<file path="src/rtl/core/akt_pkg.sv">
// Shared types, constants and helpers for the aging key table.
package akt_pkg;

    localparam int WORD_W      = 64;
    localparam int KEY_WORDS   = 4;
    localparam int KEY_W       = WORD_W * KEY_WORDS;
    localparam int KEY_BYTES_MAX = KEY_W / 8;
    localparam int AGE_W       = 16;
    localparam int SLOT_W      = 3;
    localparam int OP_W        = 2;
    localparam int MAX_OUT     = 8;

    localparam int ENTRIES_DEF   = 8;
    localparam int KEY_BYTES_DEF = 32;

    localparam logic [AGE_W-1:0] AGE_MAX     = {AGE_W{1'b1}};
    localparam logic [AGE_W-1:0] LIMIT_RESET = AGE_W'(20);

    localparam logic [OP_W-1:0] OP_TICK   = 2'd0;
    localparam logic [OP_W-1:0] OP_SIGHT  = 2'd1;
    localparam logic [OP_W-1:0] OP_REPORT = 2'd2;

    typedef struct packed {
        logic [OP_W-1:0]   op;
        logic [WORD_W-1:0] key_word0;
        logic [WORD_W-1:0] key_word1;
        logic [WORD_W-1:0] key_word2;
        logic [WORD_W-1:0] key_word3;
    } req_t;

    typedef struct packed {
        logic [SLOT_W-1:0] slot;
        logic              matched;
        logic              live;
        logic [AGE_W-1:0]  entry_age;
        logic [WORD_W-1:0] out_word0;
        logic [WORD_W-1:0] out_word1;
        logic [WORD_W-1:0] out_word2;
        logic [WORD_W-1:0] out_word3;
        logic              last;
    } rsp_t;

    typedef struct packed {
        logic shift;
        logic tick;
        logic clear_age;
        logic load;
    } cell_ctl_t;

    // Byte mask that keeps the first key_bytes bytes of a key.
    function automatic logic [KEY_W-1:0] key_mask(input int key_bytes);
        logic [KEY_W-1:0] m;
        m = '0;
        for (int b = 0; b < KEY_BYTES_MAX; b++) begin
            m[b*8 +: 8] = (b < key_bytes) ? 8'hFF : 8'h00;
        end
        return m;
    endfunction

endpackage

</file>
<file path="src/rtl/core/akt_cell.sv">
// One table entry: stored key and age, shifting to its ring neighbor.
module akt_cell
    import akt_pkg::*;
(
    input  logic             aclk,
    input  logic             aresetn,
    input  cell_ctl_t        ctl,
    input  logic [KEY_W-1:0] nbr_key,
    input  logic [AGE_W-1:0] nbr_age,
    input  logic [KEY_W-1:0] load_key,
    output logic [KEY_W-1:0] key_out,
    output logic [AGE_W-1:0] age_out
);

    logic [KEY_W-1:0] key_reg, key_next;
    logic [AGE_W-1:0] age_reg, age_next;

    always_comb begin
        key_next = key_reg;
        age_next = age_reg;
        priority if (ctl.shift) begin
            key_next = nbr_key;
            age_next = nbr_age;
        end else if (ctl.tick) begin
            // saturate at the top of the range
            if (age_reg != AGE_MAX) begin
                age_next = age_reg + AGE_W'(1);
            end
        end else begin
            if (ctl.clear_age) begin
                age_next = '0;
            end
            if (ctl.load) begin
                key_next = load_key;
            end
        end
    end

    always_ff @(posedge aclk) begin
        if (!aresetn) begin
            key_reg <= '0;
            age_reg <= '0;
        end else begin
            key_reg <= key_next;
            age_reg <= age_next;
        end
    end

    assign key_out = key_reg;
    assign age_out = age_reg;

endmodule

</file>
<file path="config.mk">
export PLATFORM = sky130hd
export DESIGN_NAME = akt_cell
export DESIGN_NICKNAME = d
export VERILOG_FILES = /design/src/rtl/core/akt_pkg.sv /design/src/rtl/core/akt_cell.sv
export SDC_FILE = /design/constraint.sdc
export NUM_CORES = 1
export LEC_CHECK = 0
export BUFFER_PORTS_ARGS = -buffer_cell sky130_fd_sc_hd__buf_2
export CAP_MARGIN = 20
export CELL_PAD_IN_SITES_DETAIL_PLACEMENT = 0
export CELL_PAD_IN_SITES_GLOBAL_PLACEMENT = 1
export CORE_AREA = 10 10 306 308
export DETAILED_ROUTE_END_ITERATION = 12
export DIE_AREA = 0 0 316 318
export GPL_TIMING_DRIVEN = 0
export PLACE_DENSITY_LB_ADDON = 0.1
export SLEW_MARGIN = 40
export SYNTH_ARGS = -nofsm -noshare
export SYNTH_HDL_FRONTEND = slang
export SYNTH_SLANG_ARGS = --single-unit
export TNS_END_PERCENT = 20
</file>
<file path="constraint.sdc">
create_clock -name aclk -period 2.2 [get_ports aclk]
set_input_delay 0.44 -clock aclk [delete_from_list [all_inputs] [get_ports aclk]]
set_output_delay 0.44 -clock aclk [all_outputs]
set_load 0.005 [all_outputs]
</file>
======== Word level (Yosys, flattened, before mapping) ========
Index checks and enable logic that the tools add are counted.
storage, ports and cells
  output and inout bits ................... 272
  logic and storage cells ................. 17
  register bits ........................... 272
cells by class
  add/subtract/negate cells ............... 1
  equal/unequal tests ..................... 3
  multiplexer cells ....................... 7
  reductions and logical operators ........ 4
operators by type and width
  operator                 number
  $mux W256                3
  $mux W16                 4
  $add A16 B1 Y16 const B  1
  $ne A16 B16 Y1 const B   1
  $reduce_and A2 Y1        2
  $ne A3 B1 Y1 const B     1
  $reduce_bool A3 Y1       1
  $ne A2 B1 Y1 const B     1
  $reduce_bool A2 Y1       1

======== Depth between registers and ports, before layout ========
Gate-level depths: netlist of the first run.
  word-level depth ........................ 4
  gate-level depth with buffers ........... 8
  mapped depth without buffers ............ 5

======== Least setup slack after synthesis of the first run ========
Ideal clock, no wire load.
  kind .................................... register -> register
  from .................................... register age_reg[0] (netlist: age_out[0])
  to ...................................... register age_reg[10] (netlist: age_out[10])
  clock period less this slack ............ 1621 ps
  arrival ................................. 1562 ps
  stages on the path, launching flop included .. 6
  path slack .............................. 579 ps
  path buffers ............................ 0
  setup time .............................. 59 ps
  data required time ...................... 2141 ps
  cell sequence ........................... dfxtp_1 ha_1 nand3_2 or4_1 a31oi_1 a31o_1
between the ends
  word-level cells in the longest chain between the ends .. 4
  elaborated cells between the ends (all ways) .. 7
RTL lines
  element                 line            RTL
  from (decl)             akt_cell.sv:16  logic [AGE_W-1:0] age_reg, age_next;
  from (signal assigned)  akt_cell.sv:45  age_reg <= age_next;
  $add A16 B1 Y16         akt_cell.sv:27  age_next = age_reg + AGE_W'(1);
  $mux W16                akt_cell.sv:26  if (age_reg != AGE_MAX) begin
  $mux W16                akt_cell.sv:24  end else if (ctl.tick) begin
  $mux W16                akt_cell.sv:21  priority if (ctl.shift) begin
Several ways; a longest one is shown, not always the timed one. The select of a mux whose other input is x is not followed.
A chain may end at the register's enable or synchronous reset.

======== Worst setup path in the final report of the first run ========
  from .................................... register age_reg[0] (netlist: age_out[0])
  to ...................................... register age_reg[2] (netlist: age_out[2])
Same word-level chain as after synthesis.

==> impl_metrics.tcl, run 1 <==
set metrics [dict create \
    synth_edf_count 0 \
    syn_nets 1820 \
    num_io_pins 806 \
    crit_type "reg -> reg" \
    synth.area.mux_share_pct 21.4 \
    synth_top_family_by_area "multiplexers" \
    clock_path_buffers 3 \
    rows 109 \
    min_period_ns 2.00 \
    synth_commonest_cells "dfxtp_1 (272), mux2i_1 (262), nor2_1 (261)" \
    seq_area_sq_um 5450 \
    cts_root_buf "clkbuf_16" \
    clk_pin_slew_worst_paths_ns 0.05 \
    path_max_fanout 9 \
    num-nets-final 2664 \
    synth.most_common_cell "dfxtp_1" \
    clock_latency_ns 0.54 \
    finalSetupViolCount 0 \
    rsz0062_at_grt "false" \
    syn_avg_cell_area_sq_um 9.54 \
    drv_cap 0 \
    drt-pass1-iter-count 4 \
    drt_iter0_drc 362 \
    grt-ovfl-total 0 \
    multi_input_area_sq_um 6220 \
    synth_cells 1285 \
    synth-xor-area-share_pct 0 \
    finClkSkew_ns 0.0124 \
    htreeDepth 2 \
    placed_area_sq_um 17700 \
    hold_violations 0 \
    r2r_end "age_out[2]" \
    power_density_nw_per_um2 760 \
    globalplace.congestion 0.806 \
    synth.distinct_cells 48 \
    hold_end "age_out[12]" \
    drv_slew 0 \
    crit_path_end_kind "flip-flop" \
    postLayoutCellArea_sq_um 19000 \
    viasPerCell 3.94 \
    synth_fa_ha_area_share_pct 0.102 \
    hold_depth 3 \
    cts_sinks 272 \
    ant_nets 0 \
    hp-start "nbr_age[12]" \
    grt_pass1_vias 14234 \
    outcome "finished clean" \
    grt_max_degree 12 \
    r2r_slack_ns 0.20 \
    drive_above_1_share_pct 44.5 \
    start_util_pct 14.0 \
    chipWidth_um 316 \
    rr_worst_depth 5 \
    core-area_sq_um 87700 \
    min_period_over_period_pct 90.8 \
    synth_seq_cells 272 \
    drc_errors 0 \
    ir_worst_vdd_uv 348 \
    synth-compound-area-share_pct 18.6 \
    arrival_ns 2.45 \
    setup.worst_path.start_class "flip-flop" \
    yosysTopAreaCell "dfxtp_1" \
    fin_hold_ws_ns 0.163 \
    synth_ff_type "dfxtp_1" \
    r2r-start "age_out[0]" \
    io_buffers 804 \
    grtUsageTotal_pct 14.6 \
    synth_top_area_share_pct 44.4 \
    die_area_sq_um 100000 \
    holdCritPathClass "in -> reg" \
    layout-area-overhead-vs-synth_pct 55.1 \
    yosys.area_share.simple_pct 10.7 \
    totalWireLength_um 77200 \
    post_cts_buffers 0 \
    wire_per_inst_um 23.2 \
    vias 13097 \
    cts_buffers 38 \
    max_slew_margin_pct 47.2 \
    synth_seq_area_share_pct 44.4 \
    ys_top_cells_by_area "dfxtp_1 (44%), mux2i_1 (21%), a211oi_1 (16%), nor2_1 (8.0%), buf_2 (3.2%)" \
    yosysWarnings 0 \
    cts_tree "yes" \
    tightestPinTransition_ns 0.792 \
    antenna_found_initial 12 \
    grt_first_pass_wirelength_um 107000 \
    syn_area_sq_um 12300 \
    fillers 9834 \
    hpwl_um 64500 \
    fmax_ghz 0.500 \
    synthArstFlopShare_pct 0 \
    required_ns 2.65 \
    die_y_um 318 \
    leakage_nw 9.34 \
]
## power by group
group | internal [W] | switching (W) | total (W)
Combinational | 0.00115 | 0.00152 | 0.00267
Clock | 0.00380 | 0.00238 | 0.00618
Sequential | 0.00535 | 0.000225 | 0.00557
Total | 0.0103 | 0.00413 | 0.0144
## layout make-up
type / count / area share [%]
multi-input combinational: 885 / 32.8
antenna: 5 / 0.0659
tap: 1165 / 7.67
clock buffer: 56 / 6.01
buffer: 123 / 3.06
inverter: 5 / 0.0988
timing repair buffer: 804 / 21.2
sequential: 272 / 28.7
clock inverter: 9 / 0.500
## what timing repair did
| item | 4_1_cts | 5_1_grt |
|---|---|---|
| setup endpoints to repair | 0 | 6 |
| hold buffers | 0 | 0 |
| resized for setup | 0 | 1 |
## layer usage
metal	part of all wire (%)	track usage, %	up-vias	routed length [um]
met3	9.4	5.34	93	7220
met1	37	15.6	6056	28800
met2	51	26.8	524	39300
li1	-	-	6412	-
met5	0.095	0	-	73
met4	2.3	3.58	12	1800
## worst max-delay path by stage
| stage | startpoint | to | cells after the start |
|---|---|---|---|
| after floorplan | age_out[0] | age_out[10] | 5 |
| after global placement | ctl[2] | key_out[227] | 8 |
| after detailed placement | ctl[2] | key_out[141] | 8 |
| after CTS | age_out[0] | age_out[2] | 5 |
| after global routing | age_out[0] | age_out[13] | 5 |
| final | age_out[0] | age_out[2] | 5 |
## critical path: stages (launching register included)
cell and delay (ns):
dfxtp_1 0.42, ha_1 0.27, nand3_2 0.25, nor3_4 0.37, a31oi_1 0.32, a211oi_1 0.28
## cells in the final DEF, fill, tap and decap left out, types with 2 or more instances in the layout
master / synthesis / routed
buf_2: 79 / 883
dfxtp_1: 272 / 272
mux2i_1: 262 / 262
nor2_1: 261 / 261
a211oi_1: 259 / 259
clkbuf_1: 41 / 43
clkbuf_16: 0 / 41
nand2_1: 18 / 18
o21ai_0: 11 / 11
a31oi_1: 10 / 10
clkbuf_2: 0 / 7
nor4_1: 7 / 7
clkinv_2: 0 / 7
clkbuf_8: 0 / 6
diode_2: 0 / 5
nand4_1: 5 / 5
inv_1: 4 / 4
a21oi_1: 4 / 4
a221oi_1: 4 / 4
nand3_1: 4 / 4
a22oi_1: 3 / 3
nand3_2: 2 / 2
and3_1: 2 / 2
nor2b_1: 2 / 2
a31o_2: 2 / 2
o21a_1: 2 / 2
and4b_1: 2 / 2
o31ai_1: 2 / 2
and2_1: 2 / 2
bufinv_16: 0 / 2
## state kept, by name, indices dropped and copies added, names as in the netlist
signal,flops
key_out,256
age_out,16
## cell families after synthesis
family,after synthesis
AOI/OAI and AO/OA,307
adders and majority gates,1
buffers and inverters,128
DFF,272
muxes,262
and+or+nand+nor,315
## metrics by stage
| step | cells | util (%) | total power [W] | setup TNS (ns) | worst slack, ns |
|---|---|---|---|---|---|
| 4_1_cts | 3319 | 21.6 | 0.0149 | 0 | 0.0991 |
| 3_5_place_dp | 3254 | 20.2 | 0.00846 | -55.45 | -0.384 |
| 3_3_place_gp | 3254 | 20.2 | 0.00844 | -83.10 | -0.504 |
| 5_1_grt | 3319 | 21.7 | 0.0152 | 0 | 0.0452 |
| 2_1_floorplan | 1285 | - | 0.00677 | 0 | 0.579 |
| 6_report | 3324 | 21.7 | 0.0144 | 0 | 0.201 |
No activity file was read; power rests on OpenSTA's default activity.
==> run 2, diff against run 1 <==
--- a/config.mk
+++ b/config.mk
@@ -5,15 +5,17 @@
 export SDC_FILE = /design/constraint.sdc
 export NUM_CORES = 1
 export LEC_CHECK = 0
+export ABC_AREA = 1
 export BUFFER_PORTS_ARGS = -buffer_cell sky130_fd_sc_hd__buf_2
 export CAP_MARGIN = 20
 export CELL_PAD_IN_SITES_DETAIL_PLACEMENT = 0
 export CELL_PAD_IN_SITES_GLOBAL_PLACEMENT = 1
-export CORE_AREA = 10 10 306 308
+export CORE_AREA = 10 10 309 311
 export DETAILED_ROUTE_END_ITERATION = 12
-export DIE_AREA = 0 0 316 318
+export DIE_AREA = 0 0 319 321
 export GPL_TIMING_DRIVEN = 0
 export PLACE_DENSITY_LB_ADDON = 0.1
+export RECOVER_POWER = 100
 export SLEW_MARGIN = 40
 export SYNTH_ARGS = -nofsm -noshare
 export SYNTH_HDL_FRONTEND = slang
==> impl_metrics.tcl, run 2 <==
set metrics [dict create \
    outcome "finished clean" \
    synth_top_area_share_pct 46.2 \
    viasPerCell 4.22 \
    yosysWarnings 0 \
    clock_latency_ns 0.55 \
    arrival_ns 2.42 \
    worst-path-buf-inv 5 \
    slowest_stage "clkbuf_1" \
    grt_first_pass_wirelength_um 125000 \
    num_io_pins 806 \
    drc_errors 0 \
    synth_commonest_cells "nand2_1 (597), dfxtp_1 (272), o21ai_0 (263)" \
    syn_nets 2193 \
    antenna_found_initial 51 \
    drt-pass1-iter-count 5 \
    num-nets-final 3040 \
    placedCellCount 3638 \
    multi_input_area_sq_um 5630 \
    hold_violations 0 \
    rows 110 \
    min_period_over_period_pct 88.2 \
    clock_path_buffers 3 \
    hold_depth 3 \
    io_buffers 803 \
    synth_seq_area_share_pct 46.2 \
    crit_path_end_kind "flip-flop" \
    holdCritPathClass "in -> reg" \
    path_max_fanout 10 \
    fillers 10397 \
    crit_chain "buf_2 > inv_2 > a21oi_1 > inv_2 > buf_2 > clkbuf_1 > o21ai_0 > a31oi_1" \
    leakage_nw 7.82 \
    finalSetupTns_ns 0 \
    yosysTopAreaCell "dfxtp_1" \
    htreeDepth 2 \
    swShare_pct 30.5 \
    globalplace.congestion 0.823 \
    vias 15717 \
    clk_pin_slew_worst_paths_ns 0.06 \
    totalWireLength_um 91200 \
    rsz0062_at_grt "false" \
    ant_nets 0 \
    finalSetupViolCount 0 \
    synth_ff_type "dfxtp_1" \
    crit_type "in -> reg" \
    max_slew_margin_pct 48.6 \
    post_cts_buffers 0 \
    largest_reg_flops 256 \
    critPathTopFamily "buffers and inverters" \
    path_depth 8 \
    drv_cap 0 \
    hpwl_um 73900 \
    ir_worst_vdd_uv 386 \
    holdBufCountCts 0 \
    die_y_um 321 \
    yosys.area_share.simple_pct 22.6 \
    finClkSkew_ns 0.00863 \
    synth-xor-area-share_pct 0 \
    synth_fa_ha_area_share_pct 0.106 \
    pre_cts_ws_ns -0.446 \
    max_stage_delay_ns 0.62 \
    power_density_nw_per_um2 795 \
    grt_max_degree 11 \
    wire_per_inst_um 24.5 \
    layout_commonest_cell "nand2_1" \
    start_util_pct 13.2 \
    required_ns 2.68 \
    cts_tree "yes" \
    cts_sinks 272 \
    final_cell_count_no_fill 3723 \
    syn_avg_cell_area_sq_um 7.10 \
    sequentialPowerShare_pct 38.5 \
    synth.distinct_cells 22 \
    pwr-share-comb_pct 16.6 \
    power_frac_clock_pct 45.0 \
    fmax_ghz 0.515 \
    syn_area_sq_um 11800 \
    synth_seq_cells 272 \
    layout-area-overhead-vs-synth_pct 55.0 \
    die_area_sq_um 102000 \
    drive_above_1_share_pct 25.0 \
    tightestPinTransition_ns 0.770 \
    synth.most_common_cell "nand2_1" \
    grt_pass1_vias 16166 \
    final_cell_mix "nand2_1 (598), buf_2 (545), clkbuf_1 (396)" \
    chipWidth_um 319 \
    ys_top_cells_by_area "dfxtp_1 (46%), nand2_1 (19%), a31oi_1 (14%), o21ai_0 (11%), clkbuf_1 (3.9%)" \
    cts_root_buf "clkbuf_16" \
    synth.area.mux_share_pct 0 \
    post-route-worst-setup-slack_ns 0.260 \
    min_period_ns 1.94 \
    core-area_sq_um 89300 \
    drt_iter0_drc 779 \
    cts_buffers 41 \
    grtUsageTotal_pct 16.8 \
    rr_worst_depth 11 \
    intPower_w 0.0101 \
    switchingPower_w 0.00442 \
    synth_cells 1658 \
    synth-compound-area-share_pct 25.1 \
    synth_edf_count 0 \
    grt-ovfl-total 0 \
    drv_slew 0 \
    setup.worst_path.start_class "primary input" \
    seq_area_sq_um 5450 \
    cts_resized 0 \
    synth_top_family_by_area "compound AO/OA/AOI/OAI gates" \
    synthArstFlopShare_pct 0 \
]
## run 2: cell types whose count changed after synthesis, moves of 4 or more
cell      before  now
buf_2         79   17
clkbuf_1      41  121
nor4_1         7    0
nor2_4         0    4
nand3_1        4   21
buf_1          1    6
nor2_1       261   52
inv_1          4   25
mux2i_1      262    0
o21ai_0       11  263
a211oi_1     259    0
a221oi_1       4    0
a31oi_1       10  256
nand2_1       18  597
## run 2: worst register-to-register path, cell delays in order, from the launching register on
cell     delay, ns
dfxtp_1       0.45
ha_1          0.26
nand2_1       0.13
nor2_4        0.22
nand2_4       0.09
nor2_4        0.10
nand2_4       0.10
nand2_4       0.09
buf_4         0.19
nand2_1       0.07
nand2_1       0.06
nor2_1        0.05
## run 2: cell type report
class | count | share of cell area, %
clock buffer | 59 | 6.32
tap | 1176 | 8.06
sequential | 272 | 29.8
buffer | 148 | 3.31
timing repair buffer | 804 | 20.2
clock inverter | 10 | 0.603
multi-input combinational | 1210 | 30.8
antenna | 16 | 0.219
inverter | 28 | 0.576
## run 2: final timing paths
path                                      to  slack (ns)           from
worst min register to register    age_out[4]        0.53     age_out[4]
worst min-delay path            key_out[201]        0.14  load_key[201]
worst max register to register   age_out[13]        0.27     age_out[0]
worst max-delay path            key_out[228]        0.26         ctl[2]
## run 2: routing by layer
layer  vias up  routed length [um]  track usage (%)
li1       7402                   -                -
met1      7564               35900             18.7
met2       561               47000             31.1
met3       144                6230             4.94
met4        46                1850             3.98
met5         -                 256                0
## run 2: logic make-up after synthesis
logic type,after synthesis
and+or+nand+nor,684
AOI/OAI and AO/OA,525
DFF,272
buffers and inverters,176
adders and majority gates,1
## run 2: power groups by stage
stage / clock network (W) / registers [W] / logic [W]
after floorplan: 0 / 0.00567 / 0.000911
after global placement: 0 / 0.00566 / 0.00258
after detailed placement: 0 / 0.00566 / 0.00257
after CTS: 0.00680 / 0.00557 / 0.00258
after global routing: 0.00694 / 0.00563 / 0.00269
final: 0.00652 / 0.00558 / 0.00240
## run 2: metrics by stage
step	cell area [sq um]	util, %	power (W)	hold WS, ns
finish	18300	20.4	0.0145	0.139
global route	18200	20.4	0.0153	0.112
CTS	18500	20.8	0.0149	0.0793
detailed placement	17300	19.3	0.00824	0.524
global placement	17300	19.3	0.00824	0.520
floorplan	11800	-	0.00658	0.489
